--- config.mk ---
export PLATFORM = sky130hd
export DESIGN_NAME = sps_step
export DESIGN_NICKNAME = d
export VERILOG_FILES = /design/src/sps_pkg.sv /design/src/sps_step.sv
export SDC_FILE = /design/constraint.sdc
export NUM_CORES = 1
export LEC_CHECK = 0
export BUFFER_PORTS_ARGS = -buffer_cell sky130_fd_sc_hd__buf_2
export CAP_MARGIN = 20
export CELL_PAD_IN_SITES_DETAIL_PLACEMENT = 0
export CELL_PAD_IN_SITES_GLOBAL_PLACEMENT = 2
export CORE_UTILIZATION = 22
export DETAILED_ROUTE_END_ITERATION = 8
export PLACE_DENSITY_LB_ADDON = 0.1
export SYNTH_ARGS = -nofsm -noshare
export SYNTH_HDL_FRONTEND = slang
export SYNTH_SLANG_ARGS = --single-unit
--- constraint.sdc ---
create_clock -name vclk -period 7.8
set_input_delay 0.39 -clock vclk [all_inputs]
set_output_delay 0.39 -clock vclk [all_outputs]
set_load 0.01 [all_outputs]
--- src/sps_pkg.sv ---
// Shared types and constants for the stepper pulse sequencer.
// No dependencies; every other file imports this package.
package sps_pkg;

  localparam int unsigned CountW  = 16;
  localparam int unsigned SensorW = 16;
  localparam int unsigned SelW    = 4;
  localparam int unsigned CfgIdxW = 3;
  localparam int unsigned CfgDataW = 16;

  localparam logic [CountW-1:0] TimerMax      = '1;
  localparam logic [CountW-1:0] StepDelayRst  = 16'd1000;

  typedef enum logic {
    CMD_TICK  = 1'b0,
    CMD_START = 1'b1
  } sps_cmd_e;

  typedef enum logic [CfgIdxW-1:0] {
    REG_STEP_COUNT    = 3'd0,
    REG_EXTRA_STEPS   = 3'd1,
    REG_SENSOR_MODE   = 3'd2,
    REG_SENSOR_BIT    = 3'd3,
    REG_BRAKE_PRESENT = 3'd4,
    REG_STEP_DELAY    = 3'd5
  } sps_reg_e;

  typedef struct packed {
    logic [CountW-1:0] step_count;
    logic [CountW-1:0] extra_steps;
    logic              sensor_mode;
    logic [SelW-1:0]   sensor_bit;
    logic              brake_present;
    logic [CountW-1:0] step_delay;
  } sps_cfg_t;

  typedef struct packed {
    logic              running;
    logic [CountW-1:0] step_counter;
    logic [CountW-1:0] delay_timer;
    logic              limit_hit;
    logic [CountW-1:0] extra_left;
    logic              relay_state;
  } sps_state_t;

  typedef struct packed {
    logic              step_pulse;
    logic              brake_relay_on;
    logic              done_res;
    logic              busy_res;
    logic [CountW-1:0] steps_taken;
    logic              sensor_seen;
  } sps_result_t;

endpackage

--- src/sps_step.sv ---
// Next-state and result logic for one command beat.
// Depends on sps_pkg.
module sps_step import sps_pkg::*; (
  input  sps_cfg_t           cfg_i,
  input  sps_state_t         state_i,
  input  logic               cmd_i,
  input  logic [SensorW-1:0] sensor_word_i,
  output sps_state_t         state_o,
  output sps_result_t        result_o
);

  logic [CountW-1:0] timer_inc;
  logic              pulse;
  logic              done;
  logic              finish;

  always_comb begin
    state_o   = state_i;
    pulse     = 1'b0;
    done      = 1'b0;
    finish    = 1'b0;
    timer_inc = (state_i.delay_timer != TimerMax) ? state_i.delay_timer + 1'b1
                                                  : state_i.delay_timer;
    if (cmd_i == CMD_START) begin
      state_o.running = 1'b1;
      if (cfg_i.brake_present) begin
        state_o.relay_state = 1'b1;
      end
      state_o.limit_hit    = 1'b0;
      state_o.extra_left   = cfg_i.extra_steps;
      state_o.step_counter = CountW'(1);
      state_o.delay_timer  = '0;
      pulse                = 1'b1;
    end else if (state_i.running) begin
      state_o.delay_timer = timer_inc;
      if (timer_inc >= cfg_i.step_delay) begin
        if (cfg_i.sensor_mode && !state_i.limit_hit) begin
          if (sensor_word_i[cfg_i.sensor_bit]) begin
            state_o.limit_hit = 1'b1;
          end
        end else if (cfg_i.sensor_mode) begin
          if (state_i.extra_left == '0) begin
            finish = 1'b1;
          end else begin
            state_o.extra_left = state_i.extra_left - 1'b1;
          end
        end else begin
          finish = (state_i.step_counter == cfg_i.step_count);
        end
        if (finish) begin
          state_o.running     = 1'b0;
          state_o.relay_state = 1'b0;
          done                = 1'b1;
        end else begin
          state_o.step_counter = state_i.step_counter + 1'b1;
          state_o.delay_timer  = '0;
          pulse                = 1'b1;
        end
      end
    end

    result_o.step_pulse     = pulse;
    result_o.brake_relay_on = state_o.relay_state;
    result_o.done_res       = done;
    result_o.busy_res       = state_o.running;
    result_o.steps_taken    = state_o.step_counter;
    result_o.sensor_seen    = state_o.limit_hit;
  end

endmodule

# Word level (Yosys, flattened, before mapping)
# Cells that the tools add are included.
# totals
in_bits,122
register_bits,0
wordCells,38
out_inout_bits,72
# op_classes
reduce_logical,3
magnitude_cmp,2
addsub,3
mux,28
eq_ne,2
# ops
cell,n
51-bit two-way mux,3
16-bit two-way mux,4
16-bit by 1-bit adder with 16-bit output (second input constant),2
32-bit two-way mux,1
1-bit two-way mux,19
16-bit equality test,1
16-bit >= comparator,1
16-bit zero test,1
16-bit inequality test (second input constant),1
16-bit by 1-bit subtractor with 16-bit output (second input constant),1
4-bit by 5-bit less-than comparator with 1-bit output (second input constant),1
1-bit binary-select mux with 4-bit select,1
1-bit logical AND,1
1-bit zero test,1

# Logic depth before layout (Yosys ltp)
# logic_depth
word_depth,11
ltp_mapped,18
mapped_depth_nobuf,14

# Worst setup path before layout
# Ideal clock, no wire load.
# synth_timing
path_type,input-to-output
from,in state_i[21] (netlist bit)
to,out state_o[36] (netlist bit)
path_stages,16
path_slack_ns,3.520
t_required_ns,7.410
arrival_time_ns,3.890
n_path_buf,4
path_cell_list,clkbuf_1 > nand4_1 > or2_2 > a21oi_1 > nand3_1 > xnor2_1 > ha_1 > nand4_1 > a211oi_1 > a32oi_1 > and2_1 > buf_2 > buf_2 > or4_1 > a21oi_1 > buf_4
# synth_lines
element,line_no,rtl
from (decl),sps_step.sv:5,"input sps_state_t state_i,"
to (decl),sps_step.sv:8,"output sps_state_t state_o,"

==> summary.md <==
| Metric | Value |
|---|---|
| Drt first-iter violations | 152 |
| Max VDD drop | 0.00001649 V |
| FFs & Latches | 0 |
| Synth Instances | 417 |
| Port Buffers | 194 |
| Initial antenna violation count | 0 |
| Fin crit period | 5.148 ns |
| Total Power | 184.1 uW |
| Final wirelength | 10.86 mm |
| Postcts setup bufs | 0 |
| Slew headroom | 0.3963 |
| Net Count, Synth | 558 |
| Met2 usage | 0.2844 |
| Avg Inst Size Synth | 6.652 um^2 |
| Post-Syn Area | 2774 um^2 |
| Vias post-DR | 3546 |
| Area share of the largest cell type after synthesis | 0.08570 |
| 1st-pass router iterations | 4 |
| Final Instance Area | 3714 um^2 |
| Worst hold path class | input port to primary output |
| Share of layout cells above drive strength 1 | 0.3732 |
| Yosys warns | 0 |
| Max Cap Viol | 0 |
| Critical path endpoint | state_o[31] |
| Initial Util | 0.2281 |
| DP HPWL | 9.014 mm |
| Yosys top cell by area | ha_1 |
| Crit Path Max Fanout | 51 |
| Quantity of hold-fixing buffers added after cts | 0 |
| Maximum clock rate | 194.2 MHz |
| Final setup fails | 0 |
| PnR worst setup slack | 2.652 ns |
| Final ANT Viol Nets | 0 |
| Ports | 194 |
| GRT Total Usage | 0.1614 |
| Worst EP arrival | 4.76 ns |
| First-pass GRT wire length | 17.00 mm |
| Worst endpoint required time | 7.41 ns |
| Crit Path Category | input port to primary output |
| Critical Path Sink Type | primary output |
| # rows | 40 |
| Final core occ | 0.3054 |
| Busiest grt layer | met2 |
| Worst setup SP type | input port |
| Vias in the first global route | 3326 |
| Cell Area, Placed | 3714 um^2 |
| Die area | 13060 um^2 |
| Remaining global-route overflow | 0 |
| Met1 GRT Util | 0.2231 |
| Residual DRC | 0 |
| Max Slew Vio Count | 0 |
| Met3 global-route usage | 0.01535 |
| Area Overhead vs Synth | 33.87% |
| Die H | 114.3 um |
| Antenna fix cells | 0 |
| Power Density | 49.56 nW/um^2 |
| Gpl congestion | 0.8335 |
| Period utilization | 0.6601 |
| Synth top area cells | ha_1, xor2_1, buf_4, nor2_1, nand2_1 |
| Final Hold Vio Count | 0 |
| Crit path launch | state_i[21] |
| Die width | 114.3 um |
| Clock buf count | 0 |
| Wire length per cell | 14.75 um |
| Synth cell types | 55 |
| FF+latch area | 0 um^2 |
| Unrepaired setup endpoints after global routing | no |
| Core region area | 12160 um^2 |
| Final #Nets | 711 |
| Vias per inst | 4.818 |
| Register area share after synthesis | 0 |
| CTS-repair resized insts | 0 |
| Largest net degree at the start of global routing | 57 |
| Static Leak | 0.001759 uW |
| Run status | complete, no violations |
| Pre-CTS setup slack | 2.595 ns |
| Setup TNS | 0 ns |
| Least-Margin Pin Slew | 0.9055 ns |
-- power breakdown --
part	switching, uW	internal [uW]
Sequential	0	0
Clock	0	0
Combinational	105	79.4
-- through the flow --
stage / instances / hold WS [ns]
global placement: 736 / 1.072
detailed placement: 736 / 1.068
finish: 736 / 1.071
global route: 736 / 1.117
floorplan: 417 / 0.8908
CTS: 736 / 1.074
-- cells by family after synthesis --
group	synth area share
multiplexers	0.1042
AND/OR/NAND/NOR	0.3771
AO/OA/AOI/OAI	0.1953
adder cells (fa/ha/maj)	0.08570
buffers and inverters	0.1240
XOR/XNOR	0.1137
-- worst min-delay path by stage --
stage | cells after the start | from | slack (ns) | endpoint
floorplan | 1 | state_i[31] | 0.89 | state_o[31]
global placement | 4 | cfg_i[28] | 1.07 | state_o[7]
detailed placement | 4 | cfg_i[34] | 1.07 | state_o[13]
CTS | 4 | cfg_i[30] | 1.07 | state_o[9]
global route | 4 | cfg_i[30] | 1.12 | state_o[9]
finish | 4 | cfg_i[30] | 1.07 | state_o[9]
-- cell usage after synthesis (all sizes together), types with 6 or more instances --
| master | n |
|---|---|
| nor2 | 42 |
| nand2 | 36 |
| buf | 32 |
| xor2 | 24 |
| inv | 22 |
| a21oi | 20 |
| ha | 19 |
| nor2b | 16 |
| nor4 | 16 |
| clkbuf | 13 |
| mux2 | 13 |
| or4 | 12 |
| xnor2 | 12 |
| and3 | 11 |
| nand3 | 11 |
| nand4 | 11 |
| a31oi | 9 |
| o21ai | 9 |
| o31ai | 9 |
| nor3 | 7 |
| o211ai | 7 |
| or3 | 6 |
-- final cells by class --
type               count  area [um^2]
inverters             22        82.58
multi-input cells    350         2435
fillers             1409         8448
repair buffers       196        985.9
well taps            168        210.2
-- worst max-delay path: stages --
cell and delay, ns:
buf_2 0.18, nand4_1 0.18, or2_2 0.34, a21oi_1 0.43
nand3_1 0.16, xnor2_1 0.15, ha_1 0.29, a21oi_1 0.16
nor3_1 0.07, a2111oi_2 0.68, and2_2 0.88, o31ai_2 0.32
a311oi_1 0.34, buf_2 0.18
-- per-layer routing --
metal | routed length (um) | vias to the layer above
met5 | 0 | -
met4 | 21 | 0
met3 | 692 | 2
met2 | 5001 | 148
met1 | 5141 | 1574
li1 | - | 1822
-- cells in the final DEF, fill, tap and decap left out, types with 4 or more instances in the layout --
cell | Yosys | routed
or4_1 | 11 | 11
a21oi_1 | 20 | 20
nand3_1 | 11 | 11
nand2_1 | 36 | 36
nor2_1 | 42 | 42
o31ai_1 | 8 | 8
a211oi_1 | 5 | 5
buf_2 | 10 | 194
a31oi_1 | 9 | 9
o211ai_1 | 7 | 7
xnor2_1 | 12 | 12
nor4_1 | 16 | 16
nand4_1 | 11 | 11
and3_1 | 11 | 11
xor2_1 | 24 | 24
nand2b_1 | 5 | 5
o21ai_0 | 8 | 8
inv_1 | 22 | 22
or3_1 | 6 | 6
and2_1 | 5 | 4
mux4_2 | 5 | 5
nor3_1 | 7 | 7
mux2_1 | 11 | 11
ha_1 | 19 | 19
nor2b_1 | 16 | 16
No activity file was read; power rests on OpenSTA's default activity.
